`src/rtl/tcaof_pkg.sv`:
```
`default_nettype none

package tcaof_pkg;

  localparam int unsigned REQ_W    = 2;
  localparam int unsigned STATUS_W = 2;
  localparam int unsigned PORT_TAG_W = 16;

  typedef enum logic [REQ_W-1:0] {
    REQ_ENQ     = 2'd0,
    REQ_DEQ_ANY = 2'd1,
    REQ_DEQ_C0  = 2'd2,
    REQ_DEQ_C1  = 2'd3
  } req_e;

  typedef enum logic [STATUS_W-1:0] {
    ST_OK    = 2'd0,
    ST_EMPTY = 2'd1,
    ST_FULL  = 2'd2
  } status_e;

  typedef struct packed {
    logic [REQ_W-1:0]      req_type;
    logic                  item_class;
    logic [PORT_TAG_W-1:0] item_tag;
  } in_item_t;

  typedef struct packed {
    logic [STATUS_W-1:0]   status;
    logic                  out_class;
    logic [PORT_TAG_W-1:0] out_tag;
    logic                  all_empty;
  } out_item_t;

  typedef struct packed {
    logic empty;
    logic full;
    logic last;
  } q_flags_t;

endpackage

`default_nettype wire

```
`src/rtl/tcaof_in_if.sv`:
```
`default_nettype none

interface tcaof_in_if;
  import tcaof_pkg::*;

  logic     valid;
  logic     ready;
  in_item_t data;

  modport source (output valid, output data, input ready);
  modport sink (input valid, input data, output ready);
endinterface

`default_nettype wire

```
`src/rtl/tcaof_out_if.sv`:
```
`default_nettype none

interface tcaof_out_if;
  import tcaof_pkg::*;

  logic      valid;
  logic      ready;
  out_item_t data;

  modport source (output valid, output data, input ready);
  modport sink (input valid, input data, output ready);
endinterface

`default_nettype wire

```
`src/rtl/tcaof_class_queue.sv`:
```
`default_nettype none

module tcaof_class_queue #(
  parameter int unsigned DEPTH      = 16,
  parameter int unsigned TAG_BITS   = 16,
  parameter int unsigned STAMP_BITS = 16
) (
  input  logic                   clk_i,
  input  logic                   rst_ni,
  input  logic                   push_i,
  input  logic                   pop_i,
  input  logic [TAG_BITS-1:0]    push_tag_i,
  input  logic [STAMP_BITS-1:0]  push_stamp_i,
  output tcaof_pkg::q_flags_t    flags_o,
  output logic [TAG_BITS-1:0]    head_tag_o,
  output logic [STAMP_BITS-1:0]  head_stamp_o
);
  import tcaof_pkg::*;

  localparam int unsigned PTR_W   = (DEPTH > 1) ? $clog2(DEPTH) : 1;
  localparam int unsigned FILL_W  = $clog2(DEPTH + 1);
  localparam int unsigned ENTRY_W = TAG_BITS + STAMP_BITS;

  logic [ENTRY_W-1:0] mem_q [DEPTH];
  logic [ENTRY_W-1:0] rd_q;
  logic [ENTRY_W-1:0] wr_data;
  logic [PTR_W-1:0]   head_q, head_d, head_nxt;
  logic [PTR_W-1:0]   tail_q, tail_nxt;
  logic [FILL_W-1:0]  fill_q, fill_d;

  assign wr_data  = {push_tag_i, push_stamp_i};
  assign head_nxt = (head_q == PTR_W'(DEPTH - 1)) ? '0 : head_q + 1'b1;
  assign tail_nxt = (tail_q == PTR_W'(DEPTH - 1)) ? '0 : tail_q + 1'b1;
  assign head_d   = pop_i ? head_nxt : head_q;

  always_comb begin
    fill_d = fill_q;
    if (push_i) begin
      fill_d = fill_q + 1'b1;
    end else if (pop_i) begin
      fill_d = fill_q - 1'b1;
    end
  end

  always_ff @(posedge clk_i or negedge rst_ni) begin
    if (!rst_ni) begin
      head_q <= '0;
      tail_q <= '0;
      fill_q <= '0;
    end else begin
      head_q <= head_d;
      fill_q <= fill_d;
      if (push_i) begin
        tail_q <= tail_nxt;
      end
    end
  end

  // The read register always holds the entry at the head; a write to that
  // slot is forwarded so the head is ready in the cycle after the write.
  always_ff @(posedge clk_i) begin
    if (push_i) begin
      mem_q[tail_q] <= wr_data;
    end
    if (push_i && (tail_q == head_d)) begin
      rd_q <= wr_data;
    end else begin
      rd_q <= mem_q[head_d];
    end
  end

  assign head_tag_o    = rd_q[ENTRY_W-1:STAMP_BITS];
  assign head_stamp_o  = rd_q[STAMP_BITS-1:0];
  assign flags_o.empty = (fill_q == '0);
  assign flags_o.full  = (fill_q == FILL_W'(DEPTH));
  assign flags_o.last  = (fill_q == FILL_W'(1));

endmodule

`default_nettype wire

```
`src/rtl/two_class_age_ordered_fifo_top.sv`:
```
// Channel  Direction  Transfer when        Payload
// in_i     sink       valid && ready       req_type, item_class, item_tag
// out_o    source     valid && ready       status, out_class, out_tag, all_empty
//
// Every request is decided in the cycle it is accepted and its result is
// shown from the output register in the next cycle; one request per cycle unless stalled.
// The head of each class queue sits in a registered read stage of its memory.
// A stalled result holds the output register, and a new request is still
// taken in the cycle that the waiting result is transferred.
// Reset clears pointers, fill counts and the arrival counter; no clearing pass.
`default_nettype none

module two_class_age_ordered_fifo_top #(
  parameter int unsigned QUEUE_DEPTH = 16,
  parameter int unsigned TAG_BITS    = 16,
  parameter int unsigned STAMP_BITS  = 16
) (
  input  logic               clk_i,
  input  logic               rst_ni,
  tcaof_in_if.sink           in_i,
  tcaof_out_if.source        out_o
);
  import tcaof_pkg::*;

  logic                  acc;
  logic                  push0, push1, pop0, pop1;
  logic                  pick_vld, pick_cls;
  status_e               status;
  q_flags_t              flags0, flags1;
  logic [TAG_BITS-1:0]   head_tag0, head_tag1, push_tag, pick_tag;
  logic [STAMP_BITS-1:0] head_stamp0, head_stamp1, age_diff;
  logic [STAMP_BITS-1:0] stamp_q, stamp_d;
  logic                  empty0_after, empty1_after;
  logic                  out_valid_q;
  out_item_t             out_data_q, result;

  assign acc      = in_i.valid && in_i.ready;
  assign in_i.ready = !out_valid_q || out_o.ready;
  assign push_tag = TAG_BITS'(in_i.data.item_tag);
  assign stamp_d  = stamp_q + 1'b1;
  assign age_diff = head_stamp1 - head_stamp0;

  always_comb begin
    status   = ST_OK;
    pick_vld = 1'b0;
    pick_cls = 1'b0;
    push0    = 1'b0;
    push1    = 1'b0;
    case (in_i.data.req_type)
      REQ_ENQ: begin
        if (in_i.data.item_class ? flags1.full : flags0.full) begin
          status = ST_FULL;
        end else begin
          push0 = !in_i.data.item_class;
          push1 = in_i.data.item_class;
        end
      end
      REQ_DEQ_C0: begin
        pick_vld = !flags0.empty;
        pick_cls = 1'b0;
      end
      REQ_DEQ_C1: begin
        pick_vld = !flags1.empty;
        pick_cls = 1'b1;
      end
      REQ_DEQ_ANY: begin
        pick_vld = !(flags0.empty && flags1.empty);
        if (flags0.empty) begin
          pick_cls = 1'b1;
        end else if (flags1.empty) begin
          pick_cls = 1'b0;
        end else begin
          pick_cls = age_diff[STAMP_BITS-1];
        end
      end
      default: begin
        status = ST_OK;
      end
    endcase
    if (in_i.data.req_type != REQ_ENQ && !pick_vld) begin
      status = ST_EMPTY;
    end
  end

  assign pop0     = acc && pick_vld && !pick_cls;
  assign pop1     = acc && pick_vld && pick_cls;
  assign pick_tag = pick_cls ? head_tag1 : head_tag0;

  assign empty0_after = (flags0.empty && !(acc && push0)) || (flags0.last && pop0);
  assign empty1_after = (flags1.empty && !(acc && push1)) || (flags1.last && pop1);

  always_comb begin
    result.status    = status;
    result.out_class = pick_vld && pick_cls;
    result.out_tag   = pick_vld ? PORT_TAG_W'(pick_tag) : '0;
    result.all_empty = empty0_after && empty1_after;
  end

  tcaof_class_queue #(
    .DEPTH      (QUEUE_DEPTH),
    .TAG_BITS   (TAG_BITS),
    .STAMP_BITS (STAMP_BITS)
  ) u_queue0 (
    .clk_i        (clk_i),
    .rst_ni       (rst_ni),
    .push_i       (acc && push0),
    .pop_i        (pop0),
    .push_tag_i   (push_tag),
    .push_stamp_i (stamp_d),
    .flags_o      (flags0),
    .head_tag_o   (head_tag0),
    .head_stamp_o (head_stamp0)
  );

  tcaof_class_queue #(
    .DEPTH      (QUEUE_DEPTH),
    .TAG_BITS   (TAG_BITS),
    .STAMP_BITS (STAMP_BITS)
  ) u_queue1 (
    .clk_i        (clk_i),
    .rst_ni       (rst_ni),
    .push_i       (acc && push1),
    .pop_i        (pop1),
    .push_tag_i   (push_tag),
    .push_stamp_i (stamp_d),
    .flags_o      (flags1),
    .head_tag_o   (head_tag1),
    .head_stamp_o (head_stamp1)
  );

  always_ff @(posedge clk_i or negedge rst_ni) begin
    if (!rst_ni) begin
      stamp_q     <= '0;
      out_valid_q <= 1'b0;
    end else begin
      if (acc && (push0 || push1)) begin
        stamp_q <= stamp_d;
      end
      if (acc) begin
        out_valid_q <= 1'b1;
      end else if (out_o.ready) begin
        out_valid_q <= 1'b0;
      end
    end
  end

  always_ff @(posedge clk_i) begin
    if (acc) begin
      out_data_q <= result;
    end
  end

  assign out_o.valid = out_valid_q;
  assign out_o.data  = out_data_q;

  a_no_pop_empty: assert property (@(posedge clk_i) disable iff (!rst_ni)
    !((pop0 && flags0.empty) || (pop1 && flags1.empty)))
    else $error("Pop from an empty class queue.");

  a_no_push_full: assert property (@(posedge clk_i) disable iff (!rst_ni)
    !((acc && push0 && flags0.full) || (acc && push1 && flags1.full)))
    else $error("Push into a full class queue.");

  a_push_not_empty: assert property (@(posedge clk_i) disable iff (!rst_ni)
    (acc && (push0 || push1)) |=> (out_valid_q && !out_data_q.all_empty))
    else $error("Result after a stored item reports both queues empty.");

  a_stamp_advance: assert property (@(posedge clk_i) disable iff (!rst_ni)
    !(acc && (push0 || push1)) |=> $stable(stamp_q))
    else $error("Arrival counter moved without a stored item.");

endmodule

`default_nettype wire
```
`src/flat_wrapper.sv`:
```
// flat-port wrapper written by rule: the top's interface ports become plain ports
module two_class_age_ordered_fifo_top_flat import tcaof_pkg::*;
#(
  parameter int unsigned QUEUE_DEPTH = 16,
  parameter int unsigned TAG_BITS    = 16,
  parameter int unsigned STAMP_BITS  = 16
)
  (clk_i, rst_ni, in_i_valid, in_i_data, in_i_ready, out_o_valid, out_o_data, out_o_ready);
  tcaof_in_if in_i_i ();
  tcaof_out_if out_o_i ();
  input  logic clk_i;
  input  logic rst_ni;
  input wire logic [$bits(in_i_i.valid)-1:0] in_i_valid;
  input wire logic [$bits(in_i_i.data)-1:0] in_i_data;
  output wire logic [$bits(in_i_i.ready)-1:0] in_i_ready;
  output wire logic [$bits(out_o_i.valid)-1:0] out_o_valid;
  output wire logic [$bits(out_o_i.data)-1:0] out_o_data;
  input wire logic [$bits(out_o_i.ready)-1:0] out_o_ready;
  assign in_i_i.valid = in_i_valid;
  assign in_i_i.data = in_i_data;
  assign in_i_ready = in_i_i.ready;
  assign out_o_valid = out_o_i.valid;
  assign out_o_data = out_o_i.data;
  assign out_o_i.ready = out_o_ready;
  two_class_age_ordered_fifo_top #(.QUEUE_DEPTH(QUEUE_DEPTH), .TAG_BITS(TAG_BITS), .STAMP_BITS(STAMP_BITS)) u_core (.clk_i(clk_i), .rst_ni(rst_ni), .in_i(in_i_i), .out_o(out_o_i));
endmodule
```
`config.mk`:
```
export PLATFORM = sky130hd
export DESIGN_NAME = two_class_age_ordered_fifo_top_flat
export DESIGN_NICKNAME = d
export VERILOG_FILES = /design/src/rtl/tcaof_pkg.sv /design/src/rtl/tcaof_in_if.sv /design/src/rtl/tcaof_out_if.sv /design/src/rtl/tcaof_class_queue.sv /design/src/rtl/two_class_age_ordered_fifo_top.sv /design/src/flat_wrapper.sv
export SDC_FILE = /design/constraint.sdc
export NUM_CORES = 1
export LEC_CHECK = 0
export ABC_AREA = 0
export CORE_MARGIN = 2
export CORE_UTILIZATION = 60
export CTS_CLUSTER_SIZE = 14
export DETAILED_ROUTE_END_ITERATION = 8
export DONT_BUFFER_PORTS = 1
export HOLD_SLACK_MARGIN = 0.03
export MAX_ROUTING_LAYER = met4
export PLACE_DENSITY = 0.76
export RECOVER_POWER = 50
export SKIP_CTS_REPAIR_TIMING = 1
export SLEW_MARGIN = 40
export SYNTH_ARGS = -nofsm -noshare
export SYNTH_HDL_FRONTEND = slang
export SYNTH_SLANG_ARGS = --single-unit
```
`constraint.sdc`:
```
create_clock -name clk_i -period 9.9 [get_ports clk_i]
set_input_delay 1.98 -clock clk_i [delete_from_list [all_inputs] [get_ports clk_i]]
set_output_delay 1.98 -clock clk_i [all_outputs]
set_load 0.02 [all_outputs]
```
# --- Word level (Yosys, flattened, before mapping) ---
# Memory sizes are Yosys's and may differ from the RTL's. A register that Yosys moved wholly into a read port is not among the register bits.
# Index checks and enable logic that the tools add are counted.
classes:
  add_sub_neg: 10
  n_mux: 28
  bitwise_logic: 1
  reduce_logical: 36
  n_eq_ne: 11
ops:
  columns: ["operator", "n"]
  rows:
  - ["two-way mux 4 bit", 6]
  - ["two-way mux 5 bit", 4]
  - ["adder 16 x 1 -> 16 bit (second input constant)", 1]
  - ["adder 4 x 1 -> 4 bit (second input constant)", 4]
  - ["equality test 4 bit (second input constant)", 4]
  - ["two-way mux 16 bit", 1]
  - ["subtractor 16 bit", 1]
  - ["logical AND 1 bit", 15]
  - ["two-way mux 1 bit", 14]
  - ["adder 5 x 1 -> 5 bit (second input constant)", 2]
  - ["equality test 5 x 1 -> 1 bit (second input constant)", 2]
  - ["equality test 5 bit (second input constant)", 2]
  - ["zero test 5 bit", 2]
  - ["subtractor 5 x 1 -> 5 bit (second input constant)", 2]
  - ["zero test 1 bit", 9]
  - ["nonzero test 2 bit", 4]
  - ["equality test 2 bit (second input constant)", 2]
  - ["logical OR 1 bit", 4]
  - ["case mux 1 bit (3 select lines)", 1]
  - ["equality test 2 x 1 -> 1 bit (second input constant)", 1]
  - ["zero test 2 bit", 1]
  - ["two-way mux 2 bit", 1]
  - ["case mux 1 bit (2 select lines)", 1]
  - ["OR reduction 2 bit", 1]
  - ["inverter 1 bit", 1]
word_totals:
  inputBits: 23
  ramBits: 1024
  word_cells: 101
  reg_bits: 63
  n_memories: 2
  output_inout_bits: 22
memory_table:
  columns: ["name", "words", "width", "read_ports", "rd_ports_with_merged_regs", "write_ports", "line_no", "source"]
  rows:
  - ["u_core.u_queue0.mem_q", 16, 32, 1, 1, 1, "tcaof_class_queue.sv:24", "logic [ENTRY_W-1:0] mem_q [DEPTH];"]
  - ["u_core.u_queue1.mem_q", 16, 32, 1, 1, 1, "tcaof_class_queue.sv:24", null]

# --- Logic depth before layout (Yosys ltp) ---
depth:
  word_depth: 9
  depth_mapped: 16
  mapped_depth_nobuf: 12

# --- By module ---
# A second synthesis with hierarchy kept.
hier_totals:
  cells_unflattened: 2014
  area_unflattened_um2: 42308.1
modules_own_cells:
  columns: ["mod", "area_each_um2", "n_inst", "seq_area_each_um2", "cells_per_inst"]
  rows:
  - ["tcaof_class_queue (u_core.u_queue0)", 19986.7, 1, 15780.1, 880]
  - ["tcaof_class_queue (u_core.u_queue1)", 19980.4, 1, 15780.1, 880]
  - ["two_class_age_ordered_fifo_top", 2341.0, 1, 1026.0, 254]

# --- Worst setup path before layout ---
# OpenSTA, ideal clock, no wires.
synth_path:
  kind: "input port to flip-flop"
  from: "input port out_o_ready"
  to: "memory u_core.u_queue1.mem_q[0][0] (netlist name), enable pin"
  required_time_ns: 9.508
  setup_slack_ns: 4.879
  setup_ns: 0.392
  cell_stages: 8
  arrival_ns: 4.629
  path_cell_list: "nand2b_1 > nand2_1 > inv_1 > and3_1 > clkbuf_1 > nand2_1 > nor3_1 > and2_1"
synth_between:
  elab_chain_cells: 5
synth_lines:
  columns: ["element", "line_no", "source"]
  rows:
  - ["start: declaration", "flat_wrapper.sv:18", "input wire logic [$bits(out_o_i.ready)-1:0] out_o_ready;"]
  - ["logical OR 1 bit", "two_class_age_ordered_fifo_top.sv:38", "assign in_i.ready = !out_valid_q || out_o.ready;"]
  - ["logical AND 1 bit", "two_class_age_ordered_fifo_top.sv:37", "assign acc = in_i.valid && in_i.ready;"]
  - ["net u_core.acc", "two_class_age_ordered_fifo_top.sv:25", "logic acc;"]
  - ["logical AND 1 bit", "two_class_age_ordered_fifo_top.sv:122", ".push_i (acc && push1),"]
  - ["two-way mux 1 bit", "tcaof_class_queue.sv:62", "if (push_i) begin"]
  - ["two-way mux 1 bit (not written as such)", "tcaof_class_queue.sv:63", "mem_q[tail_q] <= wr_data;"]
  - ["end: declaration", "tcaof_class_queue.sv:24", null]
# The timed path passes the listed nets, and every way through them passes these cells.

# --- Worst setup path after layout ---
layout_path:
  from: "input port out_o_ready"
  to: "memory u_core.u_queue0.mem_q[4][16] (netlist name), enable pin"
layout_between:
  elab_chain_cells: 5
layout_lines:
  columns: ["element", "line_no", "source"]
  rows:
  - ["logical OR 1 bit", "two_class_age_ordered_fifo_top.sv:38", null]
  - ["logical AND 1 bit", "two_class_age_ordered_fifo_top.sv:37", null]
  - ["net u_core.acc", "two_class_age_ordered_fifo_top.sv:25", null]
  - ["logical AND 1 bit", "two_class_age_ordered_fifo_top.sv:106", ".push_i (acc && push0),"]
  - ["two-way mux 1 bit", "tcaof_class_queue.sv:62", null]
  - ["two-way mux 1 bit (not written as such)", "tcaof_class_queue.sv:63", null]
  - ["end: declaration", "tcaof_class_queue.sv:24", null]
# The timed path passes the listed nets, and every way through them passes these cells.

==> metrics.md <==
| Metric | Value |
|---|---|
| Antenna Nets Post-Route | 0 |
| Initial Util | 0.605 |
| Relative slew slack | -0.614 |
| Core ar. | 70000 um^2 |
| Cells after synthesis | 1839 |
| Clock sink count | 1095 |
| Hold Path Depth | 1 |
| Routed vias | 20000 |
| Hold violation count in the final report | 0 |
| CP dominant cell by count | nand2_1 |
| Final period utilization | 0.630 |
| Clk Latency, worst-skew pair | 680 ps |
| FF-to-FF path depth | 13 |
| Critical Path Max Stage Delay | 1380 ps |
| WS Path Type | in -> reg |
| Fin nets | 1961 |
| Fin cells | 2937 |
| Power Density | 273 nW/um^2 |
| CTS root buffer | clkbuf_16 |
| IO Pins | 45 |
| Slowest library cell on the worst path | clkbuf_1 |
| Synth unique cells | 47 |
| Initial drt markers | 2772 |
| Total power | 12.9 mW |
| Layout cell share with drive strength beyond 1 | 0.277 |
| Asr flop ratio synth | 0.0393 |
| Seq/Total Area, Yosys | 0.769 |
| Synth Area per Inst | 23.0 um^2 |
| Syn Nets | 1893 |
| DRT Wirelength | 97500 um |
| Required @ worst endpoint | 10190 ps |
| First-pass GRT wire length | 143000 um |
| # setup viols final | 0 |
| Crit end category | flip-flop |
| Largest net degree at the start of global routing | 61 |
| Final instance area | 47100 um^2 |
| Maximum clock path buffer count | 3 |
| Inserted Clock Buffers | 104 |
| Area Overhead vs Synth | 11.2% |
| PortBufs | 0 |
| Crit path time final | 6230 ps |
| Most frequent cells in the layout | edfxtp_1 (1044), mux4_2 (317), clkbuf_16 (106), nor2_1 (47), dfrtp_1 (43) |
| Commonest non-fill, non-tap cell in the layout | edfxtp_1 |
| Die height | 270 um |
| Gp weighted congestion | 0.848 |
| Total of max-cap violations | 6 |
| Die W | 270 um |
| Initial antenna violation count | 1 |
| Synth Cell Area | 42400 um^2 |
| H-tree depth | 3 |
| Setup TNS | 0 ps |
| Crit-path max FO | 32 |
| Total Routing Usage GR | 0.283 |
| Pre-Repair DR Iteration Count | 6 |
| Cell area after placement | 43800 um^2 |
| Critical Path AT | 6530 ps |
| Worst-path clk slew | 60 ps |
| Placed cell count | 2739 |
| CP Cell Sequence | nand2b_1 -> nand2_1 -> inv_1 -> clkbuf_1 -> nand3_1 -> nor2_2 -> nand2_1 -> nor2_1 -> and2_4 |
| FP Rows | 97 |
| DR vias/cell | 6.80 |
| Leak | 15.0 nW |
| Die Area | 72800 um^2 |
| Worst Skew | 32.9 ps |
| Wirelength per Cell | 33.2 um |
| Synth Register Bits | 1095 |
| CTS tree | yes |
| Drt drc | 0 |
| Tightest Pin Transition | 2400 ps |
| Status | complete, but fails checks |
| Top_reg_cell synth | edfxtp_1 |
| RSZ-0062 raised after global routing | no |
| Ys Warns | 0 |
| DP HPWL | 49600 um |
| Slew Viols, Final | 188 |
| Critical Path Source Type | input port |
| HP Class | reg -> reg |
| Failing checks | max-capacitance violations, max-slew violations |
| Gr ovfl total | 0 |
| Vias in the first global route | 20700 |
| Max rail drop VDD | 194 uV |
| EDFF count, synth | 1044 |
| Fmax | 160 MHz |
## where the power goes
group,switching [mW],internal (mW)
sequential,0.385,5.39
combinational,1.54,1.56
clock,1.70,2.31
## cell type report
cell class	count	area [um^2]
Sequential cell	1095	32600
Antenna cell	1	2.50
Clock inverter	55	584
Inverter	25	93.8
Clock buffer	140	2850
Fill cell	4175	22900
Multi-Input combinational cell	638	9460
Timing Repair Buffer	43	329
Tap cell	940	1180
## registers in the layout (all words and copies together), names as in the netlist, named ones only
signal and count:
u_core.u_queue0.mem_q 512, u_core.u_queue1.mem_q 512, u_core.out_o.data 20, u_core.stamp_q 16
u_core.u_queue0.fill_q 5, u_core.u_queue1.fill_q 5, u_core.u_queue0.head_q 4, u_core.u_queue0.tail_q 4
u_core.u_queue1.head_q 4, u_core.u_queue1.tail_q 4, u_core.out_o.valid 1
## cell usage after synthesis, types with 4 or more instances
cell type | instances | share of area
edfxtp_1 | 1044 | 0.74
mux4_2 | 317 | 0.17
nor2_1 | 48 | 0.0043
clkbuf_1 | 43 | 0.0038
dfrtp_1 | 43 | 0.025
ha_1 | 31 | 0.0092
nand2_1 | 30 | 0.0027
and2_1 | 27 | 0.0040
buf_1 | 26 | 0.0023
xnor2_1 | 26 | 0.0054
inv_1 | 25 | 0.0022
nand3_1 | 22 | 0.0026
mux2i_1 | 20 | 0.0047
xor2_1 | 16 | 0.0033
and3_1 | 15 | 0.0022
a21oi_1 | 12 | 0.0014
buf_2 | 10 | 0.0012
o21ai_0 | 9 | 0.0011
dfxtp_1 | 8 | 0.0038
a21o_1 | 7 | 0.0012
a22oi_1 | 7 | 0.0012
nor3_1 | 7 | 0.00083
mux2_2 | 6 | 0.0016
a31oi_1 | 4 | 0.00059
nand2b_1 | 4 | 0.00059
nand4_1 | 4 | 0.00059
nor4_1 | 4 | 0.00059
## final timing paths
check / start / end / slack, ps
hold reg to reg: u_core.stamp_q[15] / u_core.stamp_q[15] / 500
max in group asynchronous: rst_ni / u_core.stamp_q[6] / 8780
min in group asynchronous: rst_ni / u_core.u_queue0.fill_q[0] / 1000
setup / recovery: out_o_ready / u_core.u_queue0.mem_q[4][16] / 3670
hold / removal: u_core.stamp_q[15] / u_core.stamp_q[15] / 500
setup reg to reg: flip-flop / u_core.out_o.data[16] / 4090
## per-stage QoR
stage	hold slack (ps)	worst slack, ps	util
finish	501	3670	0.673
global route	516	3440	0.673
CTS	497	4120	0.675
detailed placement	486	4160	0.626
global placement	475	4040	0.624
floorplan	461	4880	-
## cells by family after synthesis
logic type               Yosys count  share of synthesized area
AO/OA/AOI/OAI                     53                    0.00865
XOR/XNOR                          42                    0.00868
adder cells (fa/ha/maj)           31                    0.00915
buffers and inverters            106                    0.00995
flip-flops                      1095                      0.769
multiplexers                     343                      0.175
AND/OR/NAND/NOR                  169                     0.0198
## layer usage
metal / global-route usage / vias to the layer above / wire length (um)
met2: 0.430 / 1186 / 47300
met4: 0.0794 / 0 / 2540
met5: - / - / 0
li1: - / 7880 / -
met1: 0.398 / 10700 / 37700
met3: 0.0604 / 187 / 9880
## worst max-delay path, delay by kind of cell
kind                   cells  cell delay (ps)
AND/OR/NAND/NOR            7             3040
buffers and inverters      2             1460
Power figures use the tool's default switching activity.
